**config.mk**
```make
export PLATFORM = sky130hd
export DESIGN_NAME = clock_display_serial_master_flat
export DESIGN_NICKNAME = d
export VERILOG_FILES = /design/src/hw/rtl/cdsm_pkg.sv /design/src/hw/rtl/cdsm_stream_if.sv /design/src/hw/rtl/clock_display_serial_master.sv /design/src/hw/rtl/cdsm_fifo.sv /design/src/hw/rtl/cdsm_front.sv /design/src/hw/rtl/cdsm_back.sv /design/src/flat_wrapper.sv
export SDC_FILE = /design/constraint.sdc
export NUM_CORES = 1
export LEC_CHECK = 0
export BUFFER_PORTS_ARGS = -buffer_cell sky130_fd_sc_hd__buf_4
export CAP_MARGIN = 10
export CORE_UTILIZATION = 68
export DETAILED_ROUTE_END_ITERATION = 10
export MAX_ROUTING_LAYER = met4
export PLACE_DENSITY_LB_ADDON = 0.25
export REMOVE_ABC_BUFFERS = 1
export SLEW_MARGIN = 20
export SYNTH_ARGS = -nofsm -noshare
export SYNTH_HDL_FRONTEND = slang
export SYNTH_SLANG_ARGS = --single-unit
```
**constraint.sdc**
```tcl
create_clock -name clk_i -period 17.76 [get_ports clk_i]
set_input_delay 0 -clock clk_i [delete_from_list [all_inputs] [get_ports clk_i]]
set_output_delay 0 -clock clk_i [all_outputs]
set_load 0.02 [all_outputs]
```
**src/hw/rtl/cdsm_pkg.sv**
```systemverilog
// Shared types, constants and helper functions of the clock display serial master.
`timescale 1ns / 1ps
`default_nettype none

package cdsm_pkg;

  localparam int unsigned DigitCount = 4;
  localparam int unsigned QueueDepth = 2;
  localparam int unsigned PhaseW     = 10;
  localparam int unsigned BrightW    = 3;
  localparam int unsigned CfgDataW   = 10;
  localparam int unsigned ByteIdxW   = $clog2(DigitCount + 3);
  localparam int unsigned SegIdxW    = $clog2(DigitCount);

  // Action codes of an input request
  localparam logic [1:0] ActTick  = 2'd0;
  localparam logic [1:0] ActPower = 2'd1;
  localparam logic [1:0] ActShow  = 2'd2;

  // Configuration register indexes
  localparam logic CfgBrightness = 1'b0;
  localparam logic CfgPhaseTicks = 1'b1;

  // Link command bytes
  localparam logic [7:0] CmdDisplayOn = 8'h88;
  localparam logic [7:0] CmdData      = 8'h40;
  localparam logic [7:0] CmdAddr      = 8'hC0;
  localparam logic [7:0] SegColon     = 8'h80;

  localparam logic [6:0] ValueMax = 7'd99;

  typedef enum logic [1:0] {
    KindTick,
    KindPower,
    KindShow
  } kind_e;

  typedef struct packed {
    logic [1:0] action;
    logic [6:0] hours;
    logic [6:0] minutes;
    logic       colon;
    logic       dio_sense;
  } req_t;

  typedef struct packed {
    logic clk_level;
    logic dio_level;
    logic dio_drive;
    logic busy_res;
    logic ack_missing;
    logic done_res;
  } res_t;

  typedef logic [DigitCount-1:0][7:0] seg_row_t;

  // Classified request handed from the front end to the sequencer
  typedef struct packed {
    kind_e    kind;
    seg_row_t seg;
    logic     dio_sense;
  } cmd_t;

  function automatic logic [7:0] seg_code(input logic [3:0] digit);
    logic [7:0] code;
    case (digit)
      4'd0:    code = 8'h3F;
      4'd1:    code = 8'h06;
      4'd2:    code = 8'h5B;
      4'd3:    code = 8'h4F;
      4'd4:    code = 8'h66;
      4'd5:    code = 8'h6D;
      4'd6:    code = 8'h7D;
      4'd7:    code = 8'h07;
      4'd8:    code = 8'h7F;
      4'd9:    code = 8'h6F;
      default: code = 8'h00;
    endcase
    return code;
  endfunction

  // Tens digit of a value up to 99: multiply by 205/2048
  function automatic logic [3:0] tens_of(input logic [6:0] value);
    logic [14:0] prod;
    prod = 15'(value) * 15'd205;
    return prod[14:11];
  endfunction

endpackage

`default_nettype wire

```
**src/hw/rtl/cdsm_stream_if.sv**
```systemverilog
// Valid/ready stream channel carrying one payload per request.
`timescale 1ns / 1ps
`default_nettype none

interface cdsm_stream_if #(
  parameter type payload_t = logic
);
  logic     valid;
  logic     ready;
  payload_t payload;

  modport source (output valid, output payload, input ready);
  modport sink   (input valid, input payload, output ready);
endinterface

`default_nettype wire

```
**src/hw/rtl/clock_display_serial_master.sv**
```systemverilog
// Each request is stored in the request queue, then in the result register.
// Throughput: one request per cycle; a stalled result blocks input once the queue is full.
// Phase rate: the waveform moves one phase per phase_ticks tick requests (zero acts as one).
// Reset: asynchronous, active low; idle, pins clock high / data high driven,
// brightness 7, phase_ticks 200, queue empty, no result pending.
`timescale 1ns / 1ps
`default_nettype none

module clock_display_serial_master #(
  parameter int unsigned QUEUE_DEPTH = cdsm_pkg::QueueDepth
) (
  input  logic                          clk_i,
  input  logic                          rst_ni,
  // configuration write port
  input  logic                          cfg_we_i,
  input  logic                          cfg_idx_i,
  input  logic [cdsm_pkg::CfgDataW-1:0] cfg_data_i,
  // request and result channels
  cdsm_stream_if.sink                   in_if,
  cdsm_stream_if.source                 out_if
);

  // Front end -> queue: classified request with its digit codes
  cdsm_pkg::cmd_t front_cmd;
  logic           front_push;
  logic           queue_full;

  // Queue -> sequencer
  cdsm_pkg::cmd_t queue_cmd;
  logic           queue_valid;
  logic           back_pop;

  // Front end: saturates hours/minutes to 99, builds segment codes, blanks
  // a leading hour zero, sets the colon bit on digit 1. Ready while the
  // queue has room, so input keeps flowing while the result side stalls,
  // up to the queue depth.
  cdsm_front u_front (
    .in_if  (in_if),
    .full_i (queue_full),
    .push_o (front_push),
    .cmd_o  (front_cmd)
  );

  // Short request queue decoupling the front end from the sequencer.
  cdsm_fifo #(
    .Depth  (QUEUE_DEPTH),
    .data_t (cdsm_pkg::cmd_t)
  ) u_queue (
    .clk_i   (clk_i),
    .rst_ni  (rst_ni),
    .push_i  (front_push),
    .data_i  (front_cmd),
    .full_o  (queue_full),
    .pop_i   (back_pop),
    .valid_o (queue_valid),
    .data_o  (queue_cmd)
  );

  // Sequencer: each popped request is one step of the link state machine.
  // An idle start request begins a sequence (power-on: display-on frame,
  // data frame, address frame with blank digits; show: data frame and
  // address frame with digit codes). Every other request is a tick that
  // advances the phase divider while a sequence runs. The result register
  // pops a new request whenever it is empty or being drained.
  cdsm_back u_back (
    .clk_i       (clk_i),
    .rst_ni      (rst_ni),
    .cfg_we_i    (cfg_we_i),
    .cfg_idx_i   (cfg_idx_i),
    .cfg_data_i  (cfg_data_i),
    .cmd_valid_i (queue_valid),
    .cmd_i       (queue_cmd),
    .pop_o       (back_pop),
    .out_if      (out_if)
  );

endmodule

`default_nettype wire

```
**src/hw/rtl/cdsm_fifo.sv**
```systemverilog
// Small register queue between the request front end and the link sequencer.
`timescale 1ns / 1ps
`default_nettype none

module cdsm_fifo #(
  parameter int unsigned Depth = cdsm_pkg::QueueDepth,
  parameter type         data_t = logic
) (
  input  logic  clk_i,
  input  logic  rst_ni,
  input  logic  push_i,
  input  data_t data_i,
  output logic  full_o,
  input  logic  pop_i,
  output logic  valid_o,
  output data_t data_o
);

  localparam int unsigned PtrW = (Depth > 1) ? $clog2(Depth) : 1;
  localparam int unsigned CntW = $clog2(Depth + 1);

  data_t            mem_q [Depth];
  logic [PtrW-1:0]  wr_ptr_q, wr_ptr_d;
  logic [PtrW-1:0]  rd_ptr_q, rd_ptr_d;
  logic [CntW-1:0]  cnt_q, cnt_d;

  assign full_o  = (cnt_q == CntW'(Depth));
  assign valid_o = (cnt_q != '0);
  assign data_o  = mem_q[rd_ptr_q];

  always_comb begin
    wr_ptr_d = wr_ptr_q;
    rd_ptr_d = rd_ptr_q;
    cnt_d    = cnt_q;
    if (push_i) begin
      wr_ptr_d = (wr_ptr_q == PtrW'(Depth - 1)) ? '0 : wr_ptr_q + 1'b1;
    end
    if (pop_i) begin
      rd_ptr_d = (rd_ptr_q == PtrW'(Depth - 1)) ? '0 : rd_ptr_q + 1'b1;
    end
    if (push_i && !pop_i) begin
      cnt_d = cnt_q + 1'b1;
    end else if (!push_i && pop_i) begin
      cnt_d = cnt_q - 1'b1;
    end
  end

  always_ff @(posedge clk_i or negedge rst_ni) begin
    if (!rst_ni) begin
      wr_ptr_q <= '0;
      rd_ptr_q <= '0;
      cnt_q    <= '0;
    end else begin
      wr_ptr_q <= wr_ptr_d;
      rd_ptr_q <= rd_ptr_d;
      cnt_q    <= cnt_d;
    end
  end

  always_ff @(posedge clk_i) begin
    if (push_i) begin
      mem_q[wr_ptr_q] <= data_i;
    end
  end

endmodule

`default_nettype wire

```
**src/hw/rtl/cdsm_front.sv**
```systemverilog
// Request front end: classifies requests and turns hours/minutes into segment codes.
`timescale 1ns / 1ps
`default_nettype none

module cdsm_front (
  cdsm_stream_if.sink      in_if,
  input  logic             full_i,
  output logic             push_o,
  output cdsm_pkg::cmd_t   cmd_o
);

  logic [6:0] hh_sat, mm_sat;
  logic [3:0] hh_tens, mm_tens;
  logic [6:0] hh_ones, mm_ones;

  assign in_if.ready = !full_i;
  assign push_o      = in_if.valid && !full_i;

  assign hh_sat = (in_if.payload.hours > cdsm_pkg::ValueMax) ?
                  cdsm_pkg::ValueMax : in_if.payload.hours;
  assign mm_sat = (in_if.payload.minutes > cdsm_pkg::ValueMax) ?
                  cdsm_pkg::ValueMax : in_if.payload.minutes;

  assign hh_tens = cdsm_pkg::tens_of(hh_sat);
  assign mm_tens = cdsm_pkg::tens_of(mm_sat);
  // ones = value - 10 * tens
  assign hh_ones = hh_sat - ({hh_tens, 3'b000} + {2'b00, hh_tens, 1'b0});
  assign mm_ones = mm_sat - ({mm_tens, 3'b000} + {2'b00, mm_tens, 1'b0});

  always_comb begin
    cmd_o.dio_sense = in_if.payload.dio_sense;
    cmd_o.seg       = '0;
    case (in_if.payload.action)
      cdsm_pkg::ActPower: begin
        cmd_o.kind = cdsm_pkg::KindPower;
      end
      cdsm_pkg::ActShow: begin
        cmd_o.kind   = cdsm_pkg::KindShow;
        // blank a leading hour zero
        cmd_o.seg[0] = (hh_sat >= 7'd10) ? cdsm_pkg::seg_code(hh_tens) : 8'h00;
        cmd_o.seg[1] = cdsm_pkg::seg_code(hh_ones[3:0]) |
                       (in_if.payload.colon ? cdsm_pkg::SegColon : 8'h00);
        cmd_o.seg[2] = cdsm_pkg::seg_code(mm_tens);
        cmd_o.seg[3] = cdsm_pkg::seg_code(mm_ones[3:0]);
      end
      default: begin
        cmd_o.kind = cdsm_pkg::KindTick;
      end
    endcase
  end

endmodule

`default_nettype wire

```
**src/hw/rtl/cdsm_back.sv**
```systemverilog
// Link sequencer: phase divider, frame/byte/bit state machine, pin levels, result register.
`timescale 1ns / 1ps
`default_nettype none

module cdsm_back (
  input  logic                                   clk_i,
  input  logic                                   rst_ni,
  input  logic                                   cfg_we_i,
  input  logic                                   cfg_idx_i,
  input  logic [cdsm_pkg::CfgDataW-1:0]          cfg_data_i,
  input  logic                                   cmd_valid_i,
  input  cdsm_pkg::cmd_t                         cmd_i,
  output logic                                   pop_o,
  cdsm_stream_if.source                          out_if
);

  typedef enum logic [1:0] {
    StIdle,
    StStart,
    StByte,
    StStop
  } seq_e;

  typedef struct packed {
    logic clk;
    logic dio;
    logic drv;
  } pins_t;

  localparam logic [4:0] PhStartLast = 5'd2;
  localparam logic [4:0] PhBitsEnd   = 5'd24;
  localparam logic [4:0] PhAckLow    = 5'd24;
  localparam logic [4:0] PhRelease   = 5'd25;
  localparam logic [4:0] PhAckHigh   = 5'd26;
  localparam logic [4:0] PhAckEnd    = 5'd27;
  localparam logic [4:0] PhStopDio0  = 5'd1;
  localparam logic [4:0] PhStopClk1  = 5'd2;
  localparam logic [4:0] PhStopLast  = 5'd3;

  localparam int unsigned BIW = cdsm_pkg::ByteIdxW;
  localparam logic [BIW-1:0] IdxOn     = BIW'(0);
  localparam logic [BIW-1:0] IdxData   = BIW'(1);
  localparam logic [BIW-1:0] IdxAddr   = BIW'(2);
  localparam logic [BIW-1:0] IdxSeg0   = BIW'(3);
  localparam logic [BIW-1:0] IdxLast   = BIW'(2 + cdsm_pkg::DigitCount);

  localparam logic [cdsm_pkg::BrightW-1:0] BrightReset = 3'd7;
  localparam logic [cdsm_pkg::PhaseW-1:0]  TicksReset  = 10'd200;

  seq_e                         st_q, st_d;
  logic [4:0]                   ph_q, ph_d;
  logic [BIW-1:0]               bi_q, bi_d;
  logic [7:0]                   sh_q, sh_d;
  logic [cdsm_pkg::PhaseW-1:0]  div_q, div_d;
  logic                         ack_q, ack_d;
  pins_t                        pins_q, pins_d;
  cdsm_pkg::seg_row_t           seg_q, seg_d;
  logic [cdsm_pkg::BrightW-1:0] bright_q;
  logic [cdsm_pkg::PhaseW-1:0]  ticks_q;
  logic                         out_valid_q, out_valid_d;
  cdsm_pkg::res_t               out_q, out_d;

  logic                         pop;
  logic                         done;
  logic                         apply;
  logic                         load;
  logic [BIW-1:0]               load_idx;
  logic [BIW-1:0]               seg_off;
  logic [7:0]                   load_byte;
  logic [cdsm_pkg::PhaseW-1:0]  limit;
  logic                         phase_end;

  // Pin levels for the phase that has just begun
  function automatic pins_t apply_phase(input seq_e st, input logic [4:0] p,
                                        input logic [7:0] sh, input pins_t cur);
    pins_t      r;
    logic [8:0] prod;
    logic [2:0] bit_sel;
    logic [4:0] sub;
    r       = cur;
    prod    = 9'(p) * 9'd11;          // p / 3 for p below 24
    bit_sel = prod[7:5];
    sub     = p - ({1'b0, bit_sel, 1'b0} + {2'b00, bit_sel});
    unique case (st)
      StStart: begin
        r.drv = 1'b1;
        r.clk = (p < PhStartLast);
        r.dio = (p == '0);
      end
      StByte: begin
        if (p < PhBitsEnd) begin
          case (sub)
            5'd0: begin
              r.clk = 1'b0;
              r.drv = 1'b1;
            end
            5'd1:    r.dio = sh[bit_sel];
            default: r.clk = 1'b1;
          endcase
        end else if (p == PhAckLow) begin
          r.clk = 1'b0;
        end else if (p == PhRelease) begin
          r.drv = 1'b0;
        end else if (p == PhAckHigh) begin
          r.clk = 1'b1;
        end else begin
          r.clk = 1'b0;
        end
      end
      StStop: begin
        if (p == '0) begin
          r.clk = 1'b0;
          r.drv = 1'b1;
        end else if (p == PhStopDio0) begin
          r.dio = 1'b0;
        end else if (p == PhStopClk1) begin
          r.clk = 1'b1;
        end else begin
          r.dio = 1'b1;
        end
      end
      StIdle: r = '1;
    endcase
    return r;
  endfunction

  assign pop   = cmd_valid_i && (!out_valid_q || out_if.ready);
  assign pop_o = pop;

  assign limit     = (ticks_q == '0) ? cdsm_pkg::PhaseW'(1) : ticks_q;
  assign phase_end = ({1'b0, div_q} + 1'b1) >= {1'b0, limit};

  // Byte fetch for the next byte of the sequence
  assign seg_off = load_idx - IdxSeg0;
  always_comb begin
    if (load_idx == IdxOn) begin
      load_byte = cdsm_pkg::CmdDisplayOn | {5'b00000, bright_q};
    end else if (load_idx == IdxData) begin
      load_byte = cdsm_pkg::CmdData;
    end else if (load_idx == IdxAddr) begin
      load_byte = cdsm_pkg::CmdAddr;
    end else if (load_idx <= IdxLast) begin
      load_byte = seg_q[seg_off[cdsm_pkg::SegIdxW-1:0]];
    end else begin
      load_byte = 8'h00;
    end
  end

  always_comb begin
    st_d     = st_q;
    ph_d     = ph_q;
    bi_d     = bi_q;
    sh_d     = sh_q;
    div_d    = div_q;
    ack_d    = ack_q;
    seg_d    = seg_q;
    done     = 1'b0;
    apply    = 1'b0;
    load     = 1'b0;
    load_idx = bi_q;

    if (pop) begin
      if (st_q == StIdle && cmd_i.kind != cdsm_pkg::KindTick) begin
        seg_d = cmd_i.seg;
        bi_d  = (cmd_i.kind == cdsm_pkg::KindPower) ? IdxOn : IdxData;
        ack_d = 1'b0;
        div_d = '0;
        st_d  = StStart;
        ph_d  = '0;
        apply = 1'b1;
      end else if (st_q != StIdle) begin
        if (phase_end) begin
          div_d = '0;
          apply = 1'b1;
          unique case (st_q)
            StStart: begin
              if (ph_q >= PhStartLast) begin
                load = 1'b1;
              end else begin
                ph_d = ph_q + 1'b1;
              end
            end
            StByte: begin
              if (ph_q == PhAckHigh && cmd_i.dio_sense) begin
                ack_d = 1'b1;
              end
              if (ph_q >= PhAckEnd) begin
                if (bi_q == IdxOn || bi_q == IdxData || bi_q == IdxLast) begin
                  st_d = StStop;
                  ph_d = '0;
                end else begin
                  bi_d     = bi_q + 1'b1;
                  load_idx = bi_q + 1'b1;
                  load     = 1'b1;
                end
              end else begin
                ph_d = ph_q + 1'b1;
              end
            end
            StStop: begin
              if (ph_q >= PhStopLast) begin
                if (bi_q >= IdxLast) begin
                  st_d = StIdle;
                  ph_d = '0;
                  bi_d = '0;
                  done = 1'b1;
                end else begin
                  bi_d = bi_q + 1'b1;
                  st_d = StStart;
                  ph_d = '0;
                end
              end else begin
                ph_d = ph_q + 1'b1;
              end
            end
            StIdle: ;
          endcase
        end else begin
          div_d = div_q + 1'b1;
        end
      end
    end

    if (load) begin
      st_d = StByte;
      ph_d = '0;
      sh_d = load_byte;
    end
    pins_d = apply ? apply_phase(st_d, ph_d, sh_d, pins_q) : pins_q;
  end

  always_comb begin
    out_d.clk_level   = pins_d.clk;
    out_d.dio_level   = pins_d.dio;
    out_d.dio_drive   = pins_d.drv;
    out_d.busy_res    = (st_d != StIdle);
    out_d.ack_missing = ack_d;
    out_d.done_res    = done;
    if (pop) begin
      out_valid_d = 1'b1;
    end else if (out_if.ready) begin
      out_valid_d = 1'b0;
    end else begin
      out_valid_d = out_valid_q;
    end
  end

  always_ff @(posedge clk_i or negedge rst_ni) begin
    if (!rst_ni) begin
      st_q        <= StIdle;
      ph_q        <= '0;
      bi_q        <= '0;
      div_q       <= '0;
      ack_q       <= 1'b0;
      pins_q      <= '1;
      bright_q    <= BrightReset;
      ticks_q     <= TicksReset;
      out_valid_q <= 1'b0;
      out_q       <= '0;
    end else begin
      st_q        <= st_d;
      ph_q        <= ph_d;
      bi_q        <= bi_d;
      div_q       <= div_d;
      ack_q       <= ack_d;
      pins_q      <= pins_d;
      out_valid_q <= out_valid_d;
      if (pop) begin
        out_q <= out_d;
      end
      if (cfg_we_i) begin
        unique case (cfg_idx_i)
          cdsm_pkg::CfgBrightness: bright_q <= cfg_data_i[cdsm_pkg::BrightW-1:0];
          cdsm_pkg::CfgPhaseTicks: ticks_q  <= cfg_data_i[cdsm_pkg::PhaseW-1:0];
        endcase
      end
    end
  end

  // Digit codes and shift byte are always written before use
  always_ff @(posedge clk_i) begin
    seg_q <= seg_d;
    sh_q  <= sh_d;
  end

  assign out_if.valid   = out_valid_q;
  assign out_if.payload = out_q;

endmodule

`default_nettype wire

```
**src/flat_wrapper.sv**
```systemverilog
// flat-port wrapper written by rule: the top's interface ports become plain ports
module clock_display_serial_master_flat 
#(
  parameter int unsigned QUEUE_DEPTH = cdsm_pkg::QueueDepth
)
  (clk_i, rst_ni, cfg_we_i, cfg_idx_i, cfg_data_i, in_if_valid, in_if_payload, in_if_ready, out_if_valid, out_if_payload, out_if_ready);
  cdsm_stream_if #(.payload_t(cdsm_pkg::req_t)) in_if_i ();
  cdsm_stream_if #(.payload_t(cdsm_pkg::res_t)) out_if_i ();
  input  logic clk_i;
  input  logic rst_ni;
  input  logic cfg_we_i;
  input  logic cfg_idx_i;
  input  logic [cdsm_pkg::CfgDataW-1:0] cfg_data_i;
  input wire logic [$bits(in_if_i.valid)-1:0] in_if_valid;
  input wire logic [$bits(in_if_i.payload)-1:0] in_if_payload;
  output wire logic [$bits(in_if_i.ready)-1:0] in_if_ready;
  output wire logic [$bits(out_if_i.valid)-1:0] out_if_valid;
  output wire logic [$bits(out_if_i.payload)-1:0] out_if_payload;
  input wire logic [$bits(out_if_i.ready)-1:0] out_if_ready;
  assign in_if_i.valid = in_if_valid;
  assign in_if_i.payload = in_if_payload;
  assign in_if_ready = in_if_i.ready;
  assign out_if_valid = out_if_i.valid;
  assign out_if_payload = out_if_i.payload;
  assign out_if_i.ready = out_if_ready;
  clock_display_serial_master #(.QUEUE_DEPTH(QUEUE_DEPTH)) u_core (.clk_i(clk_i), .rst_ni(rst_ni), .cfg_we_i(cfg_we_i), .cfg_idx_i(cfg_idx_i), .cfg_data_i(cfg_data_i), .in_if(in_if_i), .out_if(out_if_i));
endmodule
```
==> results.sh <==
export IMPL_switching_share=0.3928
export IMPL_maxCapViolCount=0
export IMPL_via_per_inst=6.137
export IMPL_path_max_fanout=10
export IMPL_cts_tree="built"
export IMPL_ioPinCount=42
export IMPL_cpPeakStageDelay_ps=500
export IMPL_fin_worst_skew_ps=9.177
export IMPL_ir_drop_v=0.0001123
export IMPL_cts_setup_buffers=0
export IMPL_grt_pass1_vias=7500
export IMPL_slew_violations=0
export IMPL_ff_latch_area_mm2=0.004165
export IMPL_dp_hpwl_um=15300
export IMPL_cts_repair_resized=0
export IMPL_synth_cells=958
export IMPL_critPathArrivalTime_ps=8680
export IMPL_path_class="register to register"
export IMPL_clkLatencyLatePin_ps=430
export IMPL_seq_area_frac_synth=0.3974
export IMPL_antenna_left=0
export IMPL_setup_viol=0
export IMPL_max_freq_ghz=0.1196
export IMPL_fillers=957
export IMPL_cp_slowest_cell="fa_1"
export IMPL_endpoint_kind="register"
export IMPL_die_h_um=126.2
export IMPL_track_usage=0.2941
export IMPL_multiInputGateArea_mm2=0.005844
export IMPL_overflow=0
export IMPL_drive_gt1_frac=0.1759
export IMPL_core_area_mm2=0.01515
export IMPL_post_dp_cell_area_mm2=0.01094
export IMPL_root_buffer="clkbuf_16"
export IMPL_chipWidth_um=126.2
export IMPL_finalCritPeriodShare=0.4707
export IMPL_h_tree_depth=4
export IMPL_antenna_cells=0
export IMPL_core_rowCount=45
export IMPL_grt_max_degree=49
export IMPL_status="completed"
export IMPL_cellLeakagePower_nw=5.222
export IMPL_met3WireLength_um=842
export IMPL_ys_ff_latch=149
export IMPL_hp_class="primary input to async pin"
export IMPL_die_area_mm2=0.01591
export IMPL_post_drt_wl_per_cell_um=17.54
export IMPL_seqPwrFrac=0.315
export IMPL_drt_iter0_markers=576
export IMPL_met1_length_um=9077
export IMPL_cellPowerDensity_mw_per_mm2=144.6
export IMPL_antenna_found_initial=0
export IMPL_drtPass1Iterations=5
export IMPL_cts_buffer_depth=2
export IMPL_worst_pin_slew_ps=952.9
export IMPL_stdcell_area_mm2=0.01173
export IMPL_cts_made_buffers=17
export IMPL_yosysUniqueCellTypes=94
export IMPL_nets=1206
export IMPL_startpoint_type="register"
export IMPL_period_needed_ps=8360
export IMPL_path_clk_slew_ps=70
export IMPL_highest_layer="met4"
export IMPL_wl_um=21350
export IMPL_routabilityCongestion=0.9082
export IMPL_start_util=0.6920
export IMPL_synthArstFlopShare=0.3221
export IMPL_grt_pass1_wl_um=35500
export IMPL_netlist_area_mm2=0.01048
export IMPL_rsz0062_at_grt="no"
export IMPL_drcViolationCount=0
export IMPL_wl_met2_um=10800
export IMPL_setup_tns_ps=0
export IMPL_via_count=7469
export IMPL_ys_flop_type="edfxtp_1"
export IMPL_clock_sinks=149
export IMPL_syn_area_per_cell_um2=10.94
export IMPL_cts_hold_buf=18
export IMPL_portBuffers=41
export IMPL_synth_edff_count=93
export IMPL_area_growth_pct=11.93
export IMPL_yosysWarnings=0
export IMPL_share_comb_of_total_power=0.471
export IMPL_finalHoldViolCount=0
export IMPL_maxSlewHeadroom=0.3626
export IMPL_internal_power_w=0.001030
export IMPL_clkPwrFrac=0.214
export IMPL_required_ps=18080
export IMPL_p_switching_w=0.0006663
-- flip-flops by register name, summed over array words and instances (netlist names), 2 cells and up --
register and cells:
u_core.u_back.bi_q 3, u_core.u_back.bright_q 3, u_core.u_back.div_q 10, u_core.u_back.out_if.payload 6
u_core.u_back.ph_q 5, u_core.u_back.pins_q 3, u_core.u_back.seg_q 29, u_core.u_back.sh_q 8
u_core.u_back.st_q 2, u_core.u_back.ticks_q 10, u_core.u_queue.cnt_q 2, u_core.u_queue.mem_q 64
-- cell usage after synthesis (4+ instances only) --
cell type / n / area share
xnor2_1: 27 / 0.023
a31oi_1: 10 / 0.0060
a21o_1: 14 / 0.010
or3_1: 4 / 0.0024
fa_1: 19 / 0.036
mux2i_1: 7 / 0.0067
mux4_2: 5 / 0.011
dfxtp_1: 8 / 0.015
clkbuf_1: 16 / 0.0057
nor3_1: 15 / 0.0072
o21ai_0: 36 / 0.017
nor2b_1: 14 / 0.0084
inv_1: 92 / 0.033
xor2_1: 10 / 0.0084
a32o_1: 10 / 0.0096
mux2_2: 49 / 0.053
nor2_1: 64 / 0.023
ha_1: 137 / 0.16
a21oi_1: 47 / 0.022
dfstp_2: 9 / 0.023
a32oi_1: 4 / 0.0033
nand2_1: 64 / 0.023
dfrtp_1: 39 / 0.093
a31o_2: 4 / 0.0033
and2_1: 14 / 0.0084
or2_2: 4 / 0.0024
nand3_1: 17 / 0.0081
and3_1: 5 / 0.0030
nand2b_1: 12 / 0.0072
buf_2: 4 / 0.0019
edfxtp_1: 93 / 0.27
a41o_1: 4 / 0.0038
-- layout make-up --
cell class | count | area share
tap | 188 | 0.02005
multi-input combinational | 689 | 0.4982
clock buffer | 17 | 0.03626
timing repair buffer | 64 | 0.04480
clock inverter | 15 | 0.01504
inverter | 95 | 0.03061
sequential | 149 | 0.3551
-- worst paths after layout --
path | from | slack (ps) | endpoint | cells past startpoint
worst max-delay path | u_core.u_back.div_q[0] | 9400 | u_core.u_back.out_if.payload[5] | 38
worst min-delay path | rst_ni | 120 | u_core.u_back.div_q[6] | 2
worst max register to register | u_core.u_back.div_q[0] | 9400 | u_core.u_back.out_if.payload[5] | 38
worst min register to register | u_core.u_back.out_if.payload[1] | 490 | u_core.u_back.out_if.payload[1] | 2
max in group asynchronous | rst_ni | 17230 | u_core.u_back.bi_q[1] | 2
min in group clk_i | cfg_we_i | 120 | u_core.u_back.bright_q[2] | 3
-- power by group through the flow --
| stage | combinational [W] | clock [W] | sequential, W |
|---|---|---|---|
| 5_1_grt | 0.000888 | 0.000380 | 0.000542 |
| 2_1_floorplan | 0.000589 | 0 | 0.000540 |
| 4_1_cts | 0.000794 | 0.000366 | 0.000533 |
| 6_report | 0.000799 | 0.000363 | 0.000534 |
| 3_3_place_gp | 0.000750 | 0 | 0.000533 |
| 3_5_place_dp | 0.000776 | 0 | 0.000538 |
-- per-stage QoR --
step           total power (W)  hold WS [ps]  utilization  worst slack [ps]  instances
4_1_cts               0.001693         87.35       0.7741              9413       1217
3_5_place_dp          0.001314         48.52       0.7225              9467       1167
2_1_floorplan         0.001129        -295.6            -             10250        933
3_3_place_gp          0.001284         48.81       0.7225              9749       1167
5_1_grt               0.001810         118.6       0.7746              8803       1217
6_report              0.001696         119.7       0.7746              9400       1217
-- worst max-delay path: cells and delay by family, from the launching register on --
family / cells / cell delay (ps)
compound gates: 10 / 2130
xor+xnor: 4 / 670
fa+ha+maj: 7 / 2510
buf+inv: 5 / 410
flops: 1 / 440
mux: 1 / 270
simple gates: 11 / 1780
-- kinds of logic (layout without fill, tap and decap cells) --
family,after synthesis,after routing,share of synthesized area
buf+inv,120,191,0.04584
flops,149,149,0.3974
simple gates,242,242,0.1184
compound gates,189,189,0.1284
mux,62,62,0.07258
xor+xnor,40,40,0.03748
fa+ha+maj,156,156,0.1998
-- cells in the final DEF (no fill, tap or decap), types with 15 or more instances in the layout --
master,instances
a21oi_1,46
buf_4,46
clkbuf_16,17
dfrtp_1,39
dlygate4sd3_1,18
edfxtp_1,93
fa_1,19
ha_1,137
inv_1,91
mux2_2,49
nand2_1,64
nand3_1,17
nor2_1,62
nor3_1,15
o21ai_0,36
xnor2_1,27
-- metal layers --
layer,vias up,GRT usage
met2,232,0.4898
met1,3590,0.3513
met4,0,0.1453
li1,3590,-
met3,57,0.04206
met5,-,-
(Power assumes the default switching activity.)
